===== src/rtl/arc_pkg.sv =====
// Shared types, character constants and digit helpers for the ASCII radix converter.
// No dependencies; used by arc_accum, arc_bcd_cell and ascii_radix_converter.
package arc_pkg;

   localparam int CHAR_W = 8;
   localparam int DIG_W  = 4;

   localparam logic [CHAR_W-1:0] CH_NUL = 8'h00;
   localparam logic [CHAR_W-1:0] CH_0   = 8'h30;
   localparam logic [CHAR_W-1:0] CH_1   = 8'h31;
   localparam logic [CHAR_W-1:0] CH_9   = 8'h39;
   localparam logic [CHAR_W-1:0] CH_UA  = 8'h41;
   localparam logic [CHAR_W-1:0] CH_UF  = 8'h46;
   localparam logic [CHAR_W-1:0] CH_LA  = 8'h61;
   localparam logic [CHAR_W-1:0] CH_LF  = 8'h66;
   localparam logic [CHAR_W-1:0] CH_B   = 8'h62;
   localparam logic [CHAR_W-1:0] CH_X   = 8'h78;

   typedef enum logic [1:0] {
      MODE_DEC,
      MODE_BIN,
      MODE_HEX
   } radix_mode_type;

   typedef enum logic [1:0] {
      STAT_OK,
      STAT_BAD_DIGIT,
      STAT_OVERFLOW
   } status_type;

   typedef enum logic [1:0] {
      ST_IDLE,
      ST_DABBLE,
      ST_EMIT,
      ST_ERROR
   } fsm_state_type;

   typedef enum logic [1:0] {
      KIND_DEC,
      KIND_BIN,
      KIND_HEX
   } dig_kind_type;

   typedef struct packed {
      logic             ok;
      logic [DIG_W-1:0] val;
   } digit_type;

   // outcome of one character step, seen by the sequencer
   typedef struct packed {
      radix_mode_type mode;
      status_type     status;
   } acc_res_type;

   typedef struct packed {
      logic clear;
      logic dabble;
      logic shift_dig;
   } cell_ctl_type;

   function automatic digit_type digit_decode(input logic [CHAR_W-1:0] c,
                                              input radix_mode_type    mode);
      digit_type r;
      r.ok  = 1'b0;
      r.val = '0;
      if (mode == MODE_BIN) begin
         if (c == CH_0 || c == CH_1) begin
            r.ok  = 1'b1;
            r.val = DIG_W'(c - CH_0);
         end
      end else if (c inside {[CH_0:CH_9]}) begin
         r.ok  = 1'b1;
         r.val = DIG_W'(c - CH_0);
      end else if (mode == MODE_HEX && c inside {[CH_UA:CH_UF]}) begin
         r.ok  = 1'b1;
         r.val = DIG_W'(c - CH_UA + 8'd10);
      end else if (mode == MODE_HEX && c inside {[CH_LA:CH_LF]}) begin
         r.ok  = 1'b1;
         r.val = DIG_W'(c - CH_LA + 8'd10);
      end
      return r;
   endfunction

   function automatic logic [CHAR_W-1:0] digit_ascii(input logic [DIG_W-1:0] d);
      logic [CHAR_W-1:0] r;
      if (d < 4'd10) begin
         r = CH_0 + {4'b0, d};
      end else begin
         r = CH_UA + {4'b0, d} - 8'd10;
      end
      return r;
   endfunction

endpackage


===== src/rtl/arc_accum.sv =====
// Character parser and value accumulator: base detection, prefix skip, digit and overflow checks.
// Depends on arc_pkg.
module arc_accum #(
   parameter int VALUE_BITS = 32
) (
   input  logic                          clock,
   input  logic                          reset,
   input  logic                          take,
   input  logic [arc_pkg::CHAR_W-1:0]    in_char,
   input  logic                          in_last,
   output logic [VALUE_BITS-1:0]         value,
   output arc_pkg::acc_res_type          res
);

   localparam int WW = VALUE_BITS + 4;

   logic [VALUE_BITS-1:0]           acc_ff, acc_in;
   arc_pkg::radix_mode_type         mode_ff, mode_in;
   arc_pkg::status_type             err_ff, err_in;
   logic [1:0]                      idx_ff, idx_in;
   logic [arc_pkg::DIG_W-1:0]       held_val_ff, held_val_in;
   logic                            held_bad_ff, held_bad_in;

   logic                            is_first, is_second, prefix, take_dig;
   arc_pkg::radix_mode_type         dmode;
   arc_pkg::digit_type              dig, first_dig;
   logic [WW-1:0]                   prev, prod, next;

   assign is_first  = (idx_ff == 2'd0);
   assign is_second = (idx_ff == 2'd1);
   assign prefix    = is_second && (in_char == arc_pkg::CH_X || in_char == arc_pkg::CH_B);
   assign take_dig  = (is_first && in_last) || (is_second && !prefix) || (idx_ff == 2'd2);
   assign dmode     = (is_first || is_second) ? arc_pkg::MODE_DEC : mode_ff;
   assign dig       = arc_pkg::digit_decode(in_char, dmode);
   assign first_dig = arc_pkg::digit_decode(in_char, arc_pkg::MODE_DEC);

   // a decimal string's first digit is held apart until the base is known
   assign prev = is_second ? WW'(held_val_ff) : WW'(acc_ff);

   always_comb begin
      case (dmode)
         arc_pkg::MODE_BIN: prod = prev << 1;
         arc_pkg::MODE_HEX: prod = prev << 4;
         default:           prod = (prev << 3) + (prev << 1);
      endcase
   end

   assign next = prod + WW'(dig.val);

   always_comb begin
      acc_in      = acc_ff;
      err_in      = err_ff;
      mode_in     = mode_ff;
      held_val_in = held_val_ff;
      held_bad_in = held_bad_ff;
      idx_in      = (idx_ff == 2'd2) ? idx_ff : idx_ff + 2'd1;
      if (is_first) begin
         held_val_in = first_dig.val;
         held_bad_in = !first_dig.ok;
      end
      if (is_second) begin
         if (in_char == arc_pkg::CH_X) begin
            mode_in = arc_pkg::MODE_HEX;
         end else if (in_char == arc_pkg::CH_B) begin
            mode_in = arc_pkg::MODE_BIN;
         end else begin
            mode_in = arc_pkg::MODE_DEC;
         end
      end
      if (take_dig && err_ff == arc_pkg::STAT_OK) begin
         if (is_second && held_bad_ff) begin
            err_in = arc_pkg::STAT_BAD_DIGIT;
         end else if (!dig.ok) begin
            err_in = arc_pkg::STAT_BAD_DIGIT;
         end else if (|next[WW-1:VALUE_BITS]) begin
            err_in = arc_pkg::STAT_OVERFLOW;
         end else begin
            acc_in = next[VALUE_BITS-1:0];
         end
      end
   end

   assign value      = acc_in;
   assign res.mode   = mode_in;
   assign res.status = err_in;

   always_ff @(posedge clock) begin
      if (reset) begin
         acc_ff      <= '0;
         mode_ff     <= arc_pkg::MODE_DEC;
         err_ff      <= arc_pkg::STAT_OK;
         idx_ff      <= 2'd0;
         held_val_ff <= '0;
         held_bad_ff <= 1'b0;
      end else if (take) begin
         if (in_last) begin
            acc_ff      <= '0;
            mode_ff     <= arc_pkg::MODE_DEC;
            err_ff      <= arc_pkg::STAT_OK;
            idx_ff      <= 2'd0;
            held_val_ff <= '0;
            held_bad_ff <= 1'b0;
         end else begin
            acc_ff      <= acc_in;
            mode_ff     <= mode_in;
            err_ff      <= err_in;
            idx_ff      <= idx_in;
            held_val_ff <= held_val_in;
            held_bad_ff <= held_bad_in;
         end
      end
   end

endmodule


===== src/rtl/arc_bcd_cell.sv =====
// One decimal digit cell of the binary-to-BCD chain: add-3 and shift, or digit hand-off.
// Depends on arc_pkg.
module arc_bcd_cell (
   input  logic                       clock,
   input  arc_pkg::cell_ctl_type      ctl,
   input  logic                       bit_in,
   input  logic [arc_pkg::DIG_W-1:0]  dig_in,
   output logic                       bit_out,
   output logic [arc_pkg::DIG_W-1:0]  digit
);

   logic [arc_pkg::DIG_W-1:0] digit_ff, digit_in, adj;

   assign adj     = (digit_ff >= 4'd5) ? digit_ff + 4'd3 : digit_ff;
   assign bit_out = adj[3];
   assign digit   = digit_ff;

   always_comb begin
      if (ctl.clear) begin
         digit_in = '0;
      end else if (ctl.dabble) begin
         digit_in = {adj[2:0], bit_in};
      end else if (ctl.shift_dig) begin
         digit_in = dig_in;
      end else begin
         digit_in = digit_ff;
      end
   end

   always_ff @(posedge clock) begin
      digit_ff <= digit_in;
   end

endmodule


===== src/rtl/ascii_radix_converter.sv =====
// ASCII radix converter: takes a number string one character per item on req_*,
// returns its digits in the other two bases on rsp_*, most significant digit first.
//   req_char/req_last: one character per item; req_last marks the final character.
//   A second character of 'x' or 'b' selects hex or binary, otherwise decimal.
//   rsp_section 0/1 tells the first and second conversion apart; rsp_last marks the
//   final item of a string. A bad digit or an overflow gives one item with
//   rsp_status set, rsp_char 0 and rsp_last 1.
// Throughput: characters before the last are taken at one per cycle. After the last
// character the block stops taking items until its final result is loaded:
//   decimal input: the binary digits, then the hex digits; binary or hex input:
//   the value is shifted through the BCD cell chain, then the decimal digits, then
//   the hex or binary digits for the second section.
// One digit position is visited per cycle, leading zeros included, so a stalled
// receiver only holds the sequencer on positions that produce a digit.
// The output register lets the last result wait while the next string starts.
// Reset (synchronous, active high) drops any pending result and clears the parser.
module ascii_radix_converter #(
   parameter int VALUE_BITS = 32
) (
   input  logic                       clock,
   input  logic                       reset,
   input  logic                       req_valid,
   output logic                       req_ready,
   input  logic [arc_pkg::CHAR_W-1:0] req_char,
   input  logic                       req_last,
   output logic                       rsp_valid,
   input  logic                       rsp_ready,
   output logic [arc_pkg::CHAR_W-1:0] rsp_char,
   output logic                       rsp_section,
   output logic [1:0]                 rsp_status,
   output logic                       rsp_last
);

   localparam int PW   = ((VALUE_BITS + 3) / 4) * 4;
   localparam int NHEX = PW / 4;
   localparam int NDIG = (VALUE_BITS * 302) / 1000 + 1;
   localparam int RW   = $clog2(PW + 1);

   arc_pkg::fsm_state_type      state_ff, state_in;
   logic [VALUE_BITS-1:0]       val_ff, val_in;
   arc_pkg::radix_mode_type     mode_ff, mode_in;
   arc_pkg::status_type         err_ff, err_in;
   logic [PW-1:0]               pw_ff, pw_in;
   logic [RW-1:0]               rem_ff, rem_in;
   logic                        started_ff, started_in;
   logic                        sec_ff, sec_in;
   arc_pkg::dig_kind_type       kind_ff, kind_in;

   logic                        rsp_valid_ff, rsp_valid_in;
   logic [arc_pkg::CHAR_W-1:0]  rsp_char_ff, rsp_char_in;
   logic                        rsp_section_ff, rsp_section_in;
   arc_pkg::status_type         rsp_status_ff, rsp_status_in;
   logic                        rsp_last_ff, rsp_last_in;
   logic                        rsp_load;

   logic                        in_take, last_take, out_free;
   logic                        rem_final, show, emit_step;
   logic [arc_pkg::DIG_W-1:0]   top_dig;
   logic [VALUE_BITS-1:0]       acc_value;
   arc_pkg::acc_res_type        acc_res;
   arc_pkg::cell_ctl_type       cell_ctl;

   logic [arc_pkg::DIG_W-1:0]   cell_dig   [NDIG-1:0];
   logic [arc_pkg::DIG_W-1:0]   dig_below  [NDIG-1:0];
   logic                        bit_below  [NDIG-1:0];
   logic                        cell_carry [NDIG-2:0];

   assign req_ready = (state_ff == arc_pkg::ST_IDLE);
   assign in_take   = req_valid && req_ready;
   assign last_take = in_take && req_last;
   assign out_free  = !rsp_valid_ff || rsp_ready;

   arc_accum #(
      .VALUE_BITS (VALUE_BITS)
   ) u_accum (
      .clock   (clock),
      .reset   (reset),
      .take    (in_take),
      .in_char (req_char),
      .in_last (req_last),
      .value   (acc_value),
      .res     (acc_res)
   );

   // cell 0 is the least significant decimal digit; bits enter there MSB first
   for (genvar i = 0; i < NDIG; i++) begin : g_cell
      if (i == 0) begin : g_low
         assign bit_below[i] = pw_ff[PW-1];
         assign dig_below[i] = '0;
      end else begin : g_up
         assign bit_below[i] = cell_carry[i-1];
         assign dig_below[i] = cell_dig[i-1];
      end
      if (i == NDIG - 1) begin : g_top
         arc_bcd_cell u_cell (
            .clock   (clock),
            .ctl     (cell_ctl),
            .bit_in  (bit_below[i]),
            .dig_in  (dig_below[i]),
            .bit_out (),
            .digit   (cell_dig[i])
         );
      end else begin : g_mid
         arc_bcd_cell u_cell (
            .clock   (clock),
            .ctl     (cell_ctl),
            .bit_in  (bit_below[i]),
            .dig_in  (dig_below[i]),
            .bit_out (cell_carry[i]),
            .digit   (cell_dig[i])
         );
      end
   end

   always_comb begin
      case (kind_ff)
         arc_pkg::KIND_DEC: top_dig = cell_dig[NDIG-1];
         arc_pkg::KIND_BIN: top_dig = {3'b000, pw_ff[PW-1]};
         arc_pkg::KIND_HEX: top_dig = pw_ff[PW-1 -: 4];
         default:           top_dig = '0;
      endcase
   end

   assign rem_final = (rem_ff == RW'(1));
   // leading zeros are skipped, except the last position of a zero value
   assign show      = (top_dig != '0) || started_ff || rem_final;
   assign emit_step = (state_ff == arc_pkg::ST_EMIT) && (!show || out_free);

   always_comb begin
      state_in = state_ff;
      case (state_ff)
         arc_pkg::ST_IDLE: begin
            if (last_take) begin
               if (acc_res.status != arc_pkg::STAT_OK) begin
                  state_in = arc_pkg::ST_ERROR;
               end else if (acc_res.mode == arc_pkg::MODE_DEC) begin
                  state_in = arc_pkg::ST_EMIT;
               end else begin
                  state_in = arc_pkg::ST_DABBLE;
               end
            end
         end
         arc_pkg::ST_DABBLE: begin
            if (rem_final) begin
               state_in = arc_pkg::ST_EMIT;
            end
         end
         arc_pkg::ST_EMIT: begin
            if (emit_step && rem_final && sec_ff) begin
               state_in = arc_pkg::ST_IDLE;
            end
         end
         arc_pkg::ST_ERROR: begin
            if (out_free) begin
               state_in = arc_pkg::ST_IDLE;
            end
         end
         default: state_in = arc_pkg::ST_IDLE;
      endcase
   end

   always_comb begin
      val_in         = val_ff;
      mode_in        = mode_ff;
      err_in         = err_ff;
      pw_in          = pw_ff;
      rem_in         = rem_ff;
      started_in     = started_ff;
      sec_in         = sec_ff;
      kind_in        = kind_ff;
      cell_ctl       = '0;
      rsp_load       = 1'b0;
      rsp_char_in    = rsp_char_ff;
      rsp_section_in = rsp_section_ff;
      rsp_status_in  = rsp_status_ff;
      rsp_last_in    = rsp_last_ff;
      case (state_ff)
         arc_pkg::ST_IDLE: begin
            if (last_take) begin
               val_in         = acc_value;
               mode_in        = acc_res.mode;
               err_in         = acc_res.status;
               pw_in          = PW'(acc_value);
               rem_in         = RW'(PW);
               started_in     = 1'b0;
               sec_in         = 1'b0;
               cell_ctl.clear = 1'b1;
               kind_in        = (acc_res.mode == arc_pkg::MODE_DEC) ?
                                arc_pkg::KIND_BIN : arc_pkg::KIND_DEC;
            end
         end
         arc_pkg::ST_DABBLE: begin
            cell_ctl.dabble = 1'b1;
            pw_in           = pw_ff << 1;
            rem_in          = rem_ff - RW'(1);
            if (rem_final) begin
               rem_in     = RW'(NDIG);
               started_in = 1'b0;
            end
         end
         arc_pkg::ST_EMIT: begin
            if (emit_step) begin
               case (kind_ff)
                  arc_pkg::KIND_DEC: cell_ctl.shift_dig = 1'b1;
                  arc_pkg::KIND_BIN: pw_in = pw_ff << 1;
                  arc_pkg::KIND_HEX: pw_in = pw_ff << 4;
                  default:           pw_in = pw_ff;
               endcase
               rem_in = rem_ff - RW'(1);
               if (show) begin
                  started_in     = 1'b1;
                  rsp_load       = 1'b1;
                  rsp_char_in    = arc_pkg::digit_ascii(top_dig);
                  rsp_section_in = sec_ff;
                  rsp_status_in  = arc_pkg::STAT_OK;
                  rsp_last_in    = sec_ff && rem_final;
               end
               if (rem_final && !sec_ff) begin
                  sec_in     = 1'b1;
                  started_in = 1'b0;
                  pw_in      = PW'(val_ff);
                  if (mode_ff == arc_pkg::MODE_HEX) begin
                     kind_in = arc_pkg::KIND_BIN;
                     rem_in  = RW'(PW);
                  end else begin
                     kind_in = arc_pkg::KIND_HEX;
                     rem_in  = RW'(NHEX);
                  end
               end
            end
         end
         arc_pkg::ST_ERROR: begin
            if (out_free) begin
               rsp_load       = 1'b1;
               rsp_char_in    = arc_pkg::CH_NUL;
               rsp_section_in = 1'b0;
               rsp_status_in  = err_ff;
               rsp_last_in    = 1'b1;
            end
         end
         default: begin
            rsp_load = 1'b0;
         end
      endcase
      rsp_valid_in = rsp_load || (rsp_valid_ff && !rsp_ready);
   end

   always_ff @(posedge clock) begin
      if (reset) begin
         state_ff     <= arc_pkg::ST_IDLE;
         rsp_valid_ff <= 1'b0;
      end else begin
         state_ff     <= state_in;
         rsp_valid_ff <= rsp_valid_in;
      end
   end

   always_ff @(posedge clock) begin
      val_ff         <= val_in;
      mode_ff        <= mode_in;
      err_ff         <= err_in;
      pw_ff          <= pw_in;
      rem_ff         <= rem_in;
      started_ff     <= started_in;
      sec_ff         <= sec_in;
      kind_ff        <= kind_in;
      rsp_char_ff    <= rsp_char_in;
      rsp_section_ff <= rsp_section_in;
      rsp_status_ff  <= rsp_status_in;
      rsp_last_ff    <= rsp_last_in;
   end

   assign rsp_valid   = rsp_valid_ff;
   assign rsp_char    = rsp_char_ff;
   assign rsp_section = rsp_section_ff;
   assign rsp_status  = rsp_status_ff;
   assign rsp_last    = rsp_last_ff;

endmodule

===== config.mk =====
export PLATFORM = sky130hd
export DESIGN_NAME = ascii_radix_converter
export DESIGN_NICKNAME = d
export VERILOG_FILES = /design/src/rtl/arc_pkg.sv /design/src/rtl/arc_accum.sv /design/src/rtl/arc_bcd_cell.sv /design/src/rtl/ascii_radix_converter.sv
export SDC_FILE = /design/constraint.sdc
export NUM_CORES = 1
export LEC_CHECK = 0
export ABC_AREA = 1
export BUFFER_PORTS_ARGS = -buffer_cell sky130_fd_sc_hd__buf_2
export CAP_MARGIN = 20
export CORE_MARGIN = 2
export CORE_UTILIZATION = 55
export DETAILED_ROUTE_END_ITERATION = 12
export GPL_ROUTABILITY_DRIVEN = 0
export PLACE_DENSITY = 0.72
export REMOVE_ABC_BUFFERS = 1
export SLEW_MARGIN = 20
export SYNTH_ARGS = -nofsm -noshare
export SYNTH_HDL_FRONTEND = slang
export SYNTH_HIERARCHICAL = 1
export SYNTH_SLANG_ARGS = --single-unit

===== constraint.sdc =====
create_clock -name clock -period 7.1 [get_ports clock]
set_input_delay 0 -clock clock [delete_from_list [all_inputs] [get_ports clock]]
set_output_delay 0 -clock clock [all_outputs]
set_load 0.01 [all_outputs]

==> flow_metrics.tcl <==
set metrics [dict create \
    h-tree-depth 4 \
    fmax_ghz 0.1600 \
    grt_max_degree 75 \
    pwr-share-clk_pct 21.8 \
    slowest_delay_ns 0.40 \
    routed_via_density 5.523 \
    cts_tree "yes" \
    cts.sinks 175 \
    clockRootBuffer "clkbuf_16" \
    seqPwrFrac_pct 37.3 \
    die_y_um 171.0 \
    dr.pass1.iters 6 \
    ios 27 \
    setup_violations 0 \
    crit_fanout 23 \
    critical_path_arrival_ns 6.58 \
    clock_skew_ns 0.01357 \
    switching_power_uw 1867 \
    slew_violations 0 \
    core_um2 27630 \
    nFillCells 2677 \
    hold_viol_final 0 \
    layout-drive-gt1-share_pct 10.08 \
    port_buffers 25 \
    insertion_delay_ns 0.43 \
    row_count 61 \
    multiInputGateArea_um2 9412 \
    cts_made_buffers 17 \
    critPathCaptureType "register" \
    p_sw_share_pct 40.73 \
    worst_setup_path_start_kind "register" \
    status "completed" \
    clock_path_buffers 2 \
    grt_pass1_wl_mm 67.58 \
    hold_path_class "input port to register" \
    drt_iter0_markers 1496 \
    syn_inst 2385 \
    hpwl_mm 30.56 \
    antenna_found_initial 0 \
    die_area_um2 29220 \
    grt_overflow_total 0 \
    vdd_drop_max_uv 166.5 \
    fin_setup_tns_ns 0 \
    n_antenna_cell 0 \
    worstPathRequired_ns 7.43 \
    power_density_nw_per_um2 281.1 \
    fin_nets 2445 \
    ys_warn_count 6 \
    holdWs_ns 0.03575 \
    ff_latch_area_um2 4394 \
    clkSlewWorstSetupHoldPaths_ns 0.07 \
    fin_crit_ns 6.249 \
    grt.total_usage_pct 28.29 \
    wl_mm 40.50 \
    pwr-share-comb_pct 40.8 \
    syn_to_final_growth_pct 6.399 \
    start_util_pct 55.48 \
    routedWlPerCell_um 14.63 \
    utilization_pct 59.03 \
    cap_violations 0 \
    ant_nets 0 \
    grt_setup_unrepaired "false" \
    worstMarginPinSlew_ns 0.9976 \
    die_x_um 171.0 \
    p_leak_uw 0.007401 \
    syn_area_um2 15330 \
    path_class "register to register" \
    p_int_uw 2717 \
    grt_pass1_vias 14030 \
    slew_headroom_pct 33.49 \
    cts_setup_buffers 0 \
    drc 0 \
    num_vias 15293 \
    post-route-period-util_pct 88.01 \
    syn_area_per_cell_um2 6.428 \
    crit_path_top_delay_cell "ha_1" \
]
[cell type report]
| type | instances | area share (%) |
|---|---|---|
| multi-input combinational | 1835 | 57.70 |
| clock buffer | 20 | 2.739 |
| inverter | 310 | 7.134 |
| tap | 378 | 2.900 |
| sequential | 175 | 26.94 |
| clock inverter | 12 | 1.128 |
| timing repair buffer | 39 | 1.458 |
[per-layer routing]
layer / up-vias / global-route usage (%) / share of wire [%]
li1: 7696 / - / -
met2: 532 / 46.01 / 45
met5: - / 0 / 0
met4: 0 / 9.138 / 2.4
met1: 7005 / 39.30 / 46
met3: 60 / 3.238 / 6.5
[registers in the layout, indices dropped and copies added, names as in the netlist, 4 cells and up]
| name | cells |
|---|---|
| u_accum/held_val_ff | 4 |
| rsp_char | 7 |
| g_cell.g_mid.u_cell/digit | 36 |
| u_accum/acc_ff | 32 |
| val_ff | 32 |
| rem_ff | 6 |
| pw_ff | 32 |
| g_cell.g_top.u_cell/digit | 4 |
[power by group through the flow]
stage | clock (uW) | sequential [uW] | combinational, uW
2_1_floorplan | 0 | 1660 | 1440
3_3_place_gp | 0 | 1720 | 1780
3_5_place_dp | 0 | 1730 | 1840
4_1_cts | 1020 | 1710 | 1860
5_1_grt | 1050 | 1760 | 2150
6_report | 1000 | 1710 | 1870
[worst paths after layout]
kind / startpoint / end / slack (ns) / depth (start not counted)
max: u_accum/idx_ff[1] / state_ff[1] / 0.85 / 40
min: req_last / u_accum/idx_ff[1] / 0.04 / 4
max reg2reg: u_accum/idx_ff[1] / state_ff[1] / 0.85 / 40
min reg2reg: u_accum/acc_ff[1] / u_accum/acc_ff[1] / 0.47 / 2
[worst max-delay path, delay by kind of cell, from the launching register on]
| family | cells | cell delay (ns) |
|---|---|---|
| and+or+nand+nor | 25 | 3.04 |
| adders and majority gates | 3 | 0.86 |
| AOI/OAI and AO/OA | 5 | 1.01 |
| buffers and inverters | 7 | 0.87 |
| DFF | 1 | 0.37 |
[cells in the final DEF, fill, tap and decap left out, types with 48 or more instances in the layout]
| cell | n |
|---|---|
| inv_1 | 278 |
| a21oi_1 | 87 |
| nand3_1 | 178 |
| nand4_1 | 48 |
| nor2_1 | 228 |
| ha_1 | 49 |
| dfxtp_1 | 86 |
| o21ai_0 | 108 |
| nand2_1 | 791 |
| edfxtp_1 | 89 |
[timing repair]
item / CTS / global route
endpoints found under the setup margin: 0 / 0
hold endpoints to repair: 3 / 0
resized for setup: 0 / 0
hold buffers: 3 / 0
[through the flow]
| step | cells | instance area [um2] | setup WS (ns) | power [uW] |
|---|---|---|---|---|
| 2_1_floorplan | 2320 | 14940 | 0.5246 | 3100 |
| 3_3_place_gp | 2734 | 15650 | 1.211 | 3507 |
| 3_5_place_dp | 2734 | 15650 | 0.9872 | 3573 |
| 4_1_cts | 2769 | 16310 | 0.9452 | 4588 |
| 5_1_grt | 2769 | 16310 | 0.1669 | 4953 |
| 6_report | 2769 | 16310 | 0.8511 | 4584 |
No activity file was read; power rests on OpenSTA's default activity.
